<file path="src/rtl/core/kmc_pkg.sv">
// ----------------------------------------------------------------------------
// kmc_pkg
// shared constants, codes and types of the k-means clustering engine
// ----------------------------------------------------------------------------
package kmc_pkg;

    localparam int unsigned MAX_POINTS   = 1024;
    localparam int unsigned MAX_CLUSTERS = 16;
    localparam int unsigned MAX_DIMS     = 16;
    localparam int unsigned COORD_W      = 16;

    localparam int unsigned PID_W  = $clog2(MAX_POINTS);
    localparam int unsigned DIM_W  = $clog2(MAX_DIMS);
    localparam int unsigned CID_W  = $clog2(MAX_CLUSTERS);
    localparam int unsigned NP_W   = 11;
    localparam int unsigned NK_W   = 5;
    localparam int unsigned ND_W   = 5;
    localparam int unsigned IT_W   = 8;
    localparam int unsigned REQ_W  = 3;
    localparam int unsigned KIND_W = 2;

    localparam int unsigned SQ_W    = 2 * (COORD_W + 1);
    localparam int unsigned DIST_W  = SQ_W + DIM_W;
    localparam int unsigned SUM_W   = COORD_W + PID_W + 1;
    localparam int unsigned CNT_W   = PID_W + 1;
    localparam int unsigned STEP_W  = $clog2(SUM_W);

    localparam int unsigned PADDR_W = 4;
    localparam int unsigned PDATA_W = 32;

    localparam int unsigned DRAIN_CYC = 2 * MAX_CLUSTERS + 2;
    localparam int unsigned DRN_W     = $clog2(DRAIN_CYC);

    // request codes
    localparam logic [REQ_W-1:0] REQ_LOAD_P = 3'd0;
    localparam logic [REQ_W-1:0] REQ_LOAD_C = 3'd1;
    localparam logic [REQ_W-1:0] REQ_RUN    = 3'd2;
    localparam logic [REQ_W-1:0] REQ_READ_C = 3'd3;
    localparam logic [REQ_W-1:0] REQ_READ_A = 3'd4;

    // response kinds
    localparam logic [KIND_W-1:0] RESP_RUN    = 2'd0;
    localparam logic [KIND_W-1:0] RESP_CENT   = 2'd1;
    localparam logic [KIND_W-1:0] RESP_ASSIGN = 2'd2;

    // register indexes
    localparam logic [1:0] REG_NUM_POINTS   = 2'd0;
    localparam logic [1:0] REG_NUM_CLUSTERS = 2'd1;
    localparam logic [1:0] REG_NUM_DIMS     = 2'd2;
    localparam logic [1:0] REG_MAX_ITER     = 2'd3;

    // cell modes
    localparam logic [1:0] MODE_IDLE  = 2'd0;
    localparam logic [1:0] MODE_DIST  = 2'd1;
    localparam logic [1:0] MODE_ACCUM = 2'd2;

    typedef struct packed {
        logic                       valid;
        logic                       first;
        logic                       last;
        logic                       nodim;
        logic [DIM_W-1:0]           dim;
        logic [PID_W-1:0]           pid;
        logic [CID_W-1:0]           cid;
        logic signed [COORD_W-1:0]  coord;
        logic [DIST_W-1:0]          best_d;
        logic [CID_W-1:0]           best_id;
    } t_tok;

    typedef struct packed {
        logic [1:0]                 mode;
        logic [NK_W-1:0]            k;
        logic [ND_W-1:0]            d;
        logic                       clr_sums;
        logic                       div_start;
        logic [DIM_W-1:0]           rd_dim;
        logic                       wr_en;
        logic [CID_W-1:0]           wr_row;
        logic [DIM_W-1:0]           wr_dim;
        logic signed [COORD_W-1:0]  wr_data;
    } t_cell_ctl;

endpackage

</file>
<file path="src/rtl/core/kmc_cell.sv">
// ----------------------------------------------------------------------------
// kmc_cell
// one cluster cell: holds a centroid, its sums and member count, measures
// the squared distance of passing points, accumulates members and divides
// ----------------------------------------------------------------------------
module kmc_cell #(
    parameter int unsigned CELL_ID = 0
) (
    input  logic                               i_clk,
    input  logic                               i_rst_n,
    input  kmc_pkg::t_cell_ctl                 i_ctl,
    input  kmc_pkg::t_tok                      i_tok,
    output kmc_pkg::t_tok                      o_tok,
    output logic signed [kmc_pkg::COORD_W-1:0] o_rd_coord,
    output logic                               o_busy
);
    import kmc_pkg::*;

    localparam logic [CID_W-1:0] MY_ID = CID_W'(CELL_ID);

    logic signed [COORD_W-1:0] r_cent [MAX_DIMS];
    logic signed [SUM_W-1:0]   r_sum  [MAX_DIMS];
    logic [CNT_W-1:0]          r_cnt;

    t_tok                      r_a_tok;
    logic [SQ_W-1:0]           r_a_sq;
    t_tok                      r_b_tok;
    logic [DIST_W-1:0]         r_acc;

    logic                      r_dv_busy;
    logic                      r_dv_ld;
    logic [DIM_W-1:0]          r_dv_dim;
    logic [STEP_W-1:0]         r_dv_step;
    logic                      r_dv_neg;
    logic [CNT_W:0]            r_rem;
    logic [SUM_W-1:0]          r_quo;

    logic [DIM_W-1:0]          w_c_addr;
    logic signed [COORD_W-1:0] w_cent_rd;
    logic signed [COORD_W:0]   w_diff;
    logic [COORD_W:0]          w_mag;
    logic [SQ_W-1:0]           w_sq;
    logic [DIST_W-1:0]         w_dist;
    logic                      w_active;
    t_tok                      n_b_tok;
    logic [DIM_W-1:0]          w_s_addr;
    logic signed [SUM_W-1:0]   w_sum_rd;
    logic signed [SUM_W-1:0]   w_coord_x;
    logic                      w_acc_hit;
    logic [CNT_W:0]            w_try;
    logic                      w_ge;
    logic [CNT_W:0]            n_rem;
    logic [SUM_W-1:0]          n_quo;
    logic [COORD_W-1:0]        w_q_res;

    // distance path
    assign w_c_addr   = (i_ctl.mode == MODE_DIST) ? i_tok.dim : i_ctl.rd_dim;
    assign w_cent_rd  = r_cent[w_c_addr];
    assign o_rd_coord = w_cent_rd;
    assign w_diff     = $signed({i_tok.coord[COORD_W-1], i_tok.coord})
                      - $signed({w_cent_rd[COORD_W-1], w_cent_rd});
    assign w_mag      = w_diff[COORD_W] ? (COORD_W+1)'(-w_diff) : w_diff;
    assign w_sq       = SQ_W'(w_mag) * SQ_W'(w_mag);

    assign w_dist   = r_a_tok.first ? DIST_W'(r_a_sq) : r_acc + DIST_W'(r_a_sq);
    assign w_active = NK_W'(CELL_ID) < i_ctl.k;

    always_comb begin
        n_b_tok = r_a_tok;
        if (i_ctl.mode == MODE_DIST && r_a_tok.valid && r_a_tok.last) begin
            if (CELL_ID == 0 || (w_active && w_dist < r_a_tok.best_d)) begin
                n_b_tok.best_d  = w_dist;
                n_b_tok.best_id = MY_ID;
            end
        end
    end

    always_ff @(posedge i_clk) begin
        if (!i_rst_n) begin
            r_a_tok <= '0;
            r_b_tok <= '0;
        end else begin
            r_a_tok <= i_tok;
            r_b_tok <= n_b_tok;
        end
    end

    always_ff @(posedge i_clk) begin
        r_a_sq <= i_tok.nodim ? '0 : w_sq;
        if (r_a_tok.valid && i_ctl.mode == MODE_DIST) begin
            r_acc <= w_dist;
        end
    end

    assign o_tok = r_b_tok;

    // member accumulation
    assign w_s_addr  = (i_ctl.mode == MODE_ACCUM) ? r_a_tok.dim : r_dv_dim;
    assign w_sum_rd  = r_sum[w_s_addr];
    assign w_coord_x = SUM_W'(r_a_tok.coord);
    assign w_acc_hit = i_ctl.mode == MODE_ACCUM && r_a_tok.valid && r_a_tok.cid == MY_ID;

    always_ff @(posedge i_clk) begin
        if (i_ctl.clr_sums) begin
            for (int j = 0; j < MAX_DIMS; j++) begin
                r_sum[j] <= '0;
            end
            r_cnt <= '0;
        end else if (w_acc_hit) begin
            if (!r_a_tok.nodim) begin
                r_sum[w_s_addr] <= w_sum_rd + w_coord_x;
            end
            if (r_a_tok.last) begin
                r_cnt <= r_cnt + CNT_W'(1);
            end
        end
    end

    // restoring divider, one quotient bit a cycle
    assign w_try   = {r_rem[CNT_W-1:0], r_quo[SUM_W-1]};
    assign w_ge    = w_try >= {1'b0, r_cnt};
    assign n_rem   = w_ge ? w_try - {1'b0, r_cnt} : w_try;
    assign n_quo   = {r_quo[SUM_W-2:0], w_ge};
    assign w_q_res = r_dv_neg ? COORD_W'(-n_quo[COORD_W-1:0]) : n_quo[COORD_W-1:0];

    always_ff @(posedge i_clk) begin
        if (!i_rst_n) begin
            r_dv_busy <= 1'b0;
            r_dv_ld   <= 1'b0;
            r_dv_dim  <= '0;
            r_dv_step <= '0;
        end else if (i_ctl.div_start) begin
            r_dv_busy <= r_cnt != '0 && w_active && i_ctl.d != '0;
            r_dv_ld   <= 1'b1;
            r_dv_dim  <= '0;
        end else if (r_dv_busy) begin
            if (r_dv_ld) begin
                r_dv_ld   <= 1'b0;
                r_dv_step <= '0;
            end else if (r_dv_step == STEP_W'(SUM_W - 1)) begin
                if (ND_W'(r_dv_dim) + ND_W'(1) == i_ctl.d) begin
                    r_dv_busy <= 1'b0;
                end else begin
                    r_dv_dim <= r_dv_dim + DIM_W'(1);
                    r_dv_ld  <= 1'b1;
                end
            end else begin
                r_dv_step <= r_dv_step + STEP_W'(1);
            end
        end
    end

    always_ff @(posedge i_clk) begin
        if (r_dv_busy) begin
            if (r_dv_ld) begin
                r_dv_neg <= w_sum_rd[SUM_W-1];
                r_quo    <= w_sum_rd[SUM_W-1] ? SUM_W'(-w_sum_rd) : w_sum_rd;
                r_rem    <= '0;
            end else begin
                r_quo <= n_quo;
                r_rem <= n_rem;
            end
        end
    end

    always_ff @(posedge i_clk) begin
        if (i_ctl.wr_en && i_ctl.wr_row == MY_ID) begin
            r_cent[i_ctl.wr_dim] <= i_ctl.wr_data;
        end else if (r_dv_busy && !r_dv_ld && r_dv_step == STEP_W'(SUM_W - 1)) begin
            r_cent[r_dv_dim] <= w_q_res;
        end
    end

    assign o_busy = r_dv_busy;

endmodule

</file>
<file path="config.mk">
export PLATFORM = sky130hd
export DESIGN_NAME = kmc_cell
export DESIGN_NICKNAME = d
export VERILOG_FILES = /design/src/rtl/core/kmc_pkg.sv /design/src/rtl/core/kmc_cell.sv
export SDC_FILE = /design/constraint.sdc
export NUM_CORES = 2
export LEC_CHECK = 0
export CAP_MARGIN = 20
export CORE_ASPECT_RATIO = 2
export CORE_MARGIN = 4
export CORE_UTILIZATION = 35
export CTS_CLUSTER_DIAMETER = 150
export CTS_CLUSTER_SIZE = 10
export DETAILED_ROUTE_END_ITERATION = 8
export DONT_BUFFER_PORTS = 1
export GPL_TIMING_DRIVEN = 1
export MAX_ROUTING_LAYER = met4
export PLACE_DENSITY = 0.45
export SETUP_SLACK_MARGIN = 0.4
export SLEW_MARGIN = 0
export SYNTH_ARGS = -nofsm -noshare
export SYNTH_HDL_FRONTEND = slang
export SYNTH_SLANG_ARGS = --single-unit
export TNS_END_PERCENT = 30
</file>
<file path="constraint.sdc">
create_clock -name i_clk -period 14.38 [get_ports i_clk]
set_input_delay 1.438 -clock i_clk [delete_from_list [all_inputs] [get_ports i_clk]]
set_output_delay 1.438 -clock i_clk [all_outputs]
set_load 0.02 [all_outputs]
</file>
==> out/results.ini <==
[status]
status=completed

[worst_setup_path]
cp_slowest_cell=xor2_1
critPathKind=in2reg
cp_data_required_time_ns=15.03
critPathMaxFanout=52
end_kind=register
arrival_ns=13.47
cpMostUsedCell=fa_1
critPathLaunchType=input port
critPathMaxStageDelay_ns=0.63

[placement]
placed_area_sq_um=54500
place_hpwl_mm=118
io_buffers=0
placedCellCount=6333
gp_congestion=0.881

[layout]
final_cell_mix=edfxtp_1 (765), nor2_1 (680), nand2_1 (491)
fin_nets=5054
fin_area_sq_um=57600
instances_no_fill=6542
final_common_cell=edfxtp_1
fillers=14300
drive_above_1_share_pct=10.4
syn2layout_area_growth_pct=11.5

[floorplanning]
core.rowCount=199
num_io_pins=222
dieArea_sq_um=154000
core-area_sq_um=147000
die_h_um=551
die_w_um=280
start_util_pct=35.2

[yosys]
ys_types=93
muxShareOfSynthArea_pct=5.51
ys.flop_type=edfxtp_1
synth_xor_area_share_pct=3.02
avgSynthCellArea_sq_um=11.5
synth-compound-area-share_pct=7.58
ys_seq_area_share_pct=52.8
syn_inst=4512
ys_warn_count=0
synth_top_family_by_area=simple AND/OR/NAND/NOR gates
synth_area_sq_um=51700
ys_ff_latch=980
synth_edf_count=765
synthAdderAreaFrac_pct=12.4
yosys.area_share.simple_pct=14.4
synthArstFlopShare_pct=0

[worst_hold_path]
min-delay-path-class=reg2reg

[route]
drt-total-wl_mm=170
drtIter0Drc=2147
viasPerCell=5.25
detail-route-antenna-nets=0
drt-pass1-iter-count=6
wl_per_cell_um=26.1
dr_total_vias=34300
drc_errors=0

[timing]
setup_tns_ns=0
fin_crit_sh_pct=89.2
slew-limit-headroom_pct=22.8
min_period_ns=12.82
finalClockSkew_ns=0.0407
rsz0062_at_grt=no
max_freq_mhz=78.0
slew_viol_final=0
worst_pin_slew_ns=1.16
finalSetupViolations=0
hold_viol_final=0

[global_route]
grt.overflow.total=0
antenna_found_initial=22
grt_pass1_wl_mm=247
grt_pass1_vias=36300
grt_max_degree=117
grt_use_total_pct=22.6

[clocking]
clk_latency_ns=0.72
cts_setup_buffers=0
ctsResizeCount=0
hold_buffers=0
path_clk_slew_ns=0.07
clk_path_buf_depth=3
cts_tree=yes
cts.sinks=980
cts_buffers=107
h-tree-depth=3
cts-root-buf=clkbuf_16

[run]
maxCapViolCount=0

## kinds of logic (layout without fill, tap and decap cells)
kind of cell | count (synthesis) | count (layout)
AO/OA/AOI/OAI | 578 | 578
AND/OR/NAND/NOR | 1677 | 1677
other | 2 | 35
adder cells (fa/ha/maj) | 395 | 395
flip-flops | 980 | 980
multiplexers | 141 | 141
buffers and inverters | 570 | 658
XOR/XNOR | 169 | 169
## state kept, by name (all words and copies together), names as in the netlist, 4 cells and up
name,count
r_cnt,11
r_dv_step,5
o_tok,80
r_a_tok,42
n_b_tok,38
r_cent,256
r_sum,432
r_quo,27
r_acc,38
r_a_sq,33
r_dv_dim,4
r_rem,11
## critical path: cells and delay by family
family	cells	cell delay (ns)
and+or+nand+nor	11	2.20
adders and majority gates	8	3.39
AOI/OAI and AO/OA	17	4.30
xor gates and xnor gates	2	0.99
buffers and inverters	8	1.11
## area by class of cell
cell class	count	area (sq um)	area share (%)
Antenna cell	22	55.1	0.0956
Clock buffer	179	2950	5.12
Clock inverter	6	114	0.198
Inverter	341	1280	2.22
Multi-Input combinational cell	2973	22500	39.0
Sequential cell	980	27300	47.4
Tap cell	1909	2390	4.15
Timing Repair Buffer	132	1040	1.81
## per-layer routing
metal | global-route usage [%] | vias up | part of all wire, %
met5 | - | - | 0
met4 | 8.54 | 0 | 4.2
met3 | 3.41 | 270 | 4.8
met2 | 43.1 | 925 | 56
met1 | 23.2 | 17500 | 35
li1 | - | 15700 | -
## path summary, 6_finish.rpt
| check | startpoint | cells past startpoint | slack, ns | to |
|---|---|---|---|---|
| worst min-delay path | n_b_tok[68]$_SDFF_PN0_ | 1 | 0.41 | o_tok[68]$_SDFF_PN0_ |
| worst max-delay path | i_ctl[42] | 46 | 1.56 | r_a_sq[33]$_SDFF_PP0_ |
| worst max register to register | r_cent[4][2]$_DFFE_PP_ | 39 | 3.19 | r_a_sq[33]$_SDFF_PP0_ |
| worst min register to register | n_b_tok[68]$_SDFF_PN0_ | 1 | 0.41 | o_tok[68]$_SDFF_PN0_ |
## cell usage after synthesis, drive strengths merged (5+ instances only)
library cell | number | area share, %
o21ai | 97 | 0.94
ha | 200 | 4.8
nor2b | 25 | 0.32
mux2 | 12 | 0.26
xor2 | 81 | 1.4
nor3b | 12 | 0.17
a211oi | 45 | 0.65
nor4 | 9 | 0.15
a21o | 50 | 0.74
nor2 | 700 | 5.1
a21oi | 146 | 1.4
nand2 | 491 | 3.6
inv | 339 | 2.5
xnor2 | 88 | 1.6
fa | 194 | 7.5
a31oi | 61 | 0.78
edfxtp | 765 | 44
mux4 | 112 | 4.9
mux2i | 17 | 0.35
clkbuf | 168 | 1.2
and3 | 35 | 0.42
or3 | 14 | 0.17
or4 | 7 | 0.11
o41ai | 7 | 0.12
a311oi | 45 | 0.76
o21bai | 15 | 0.22
dfxtp | 215 | 8.3
or2 | 14 | 0.17
nor3 | 41 | 0.41
a22o | 33 | 0.56
buf | 61 | 0.61
nand2b | 57 | 0.69
o21a | 15 | 0.22
nand4 | 22 | 0.27
nand3b | 5 | 0.073
and2 | 156 | 1.9
a21boi | 9 | 0.13
nand3 | 85 | 0.82
o31ai | 22 | 0.38
## through the flow
step | utilization [%] | hold slack (ns) | setup WS (ns)
2_1_floorplan | - | 0.401 | 2.10
3_3_place_gp | 37.0 | 0.411 | 1.04
3_5_place_dp | 37.1 | 0.417 | 0.859
4_1_cts | 39.2 | 0.419 | 1.63
5_1_grt | 39.2 | 0.442 | 0.651
6_report | 39.2 | 0.406 | 1.56
Power is not shown: default switching activity piles up to over one toggle a cycle in this logic, so the estimate is an artifact.
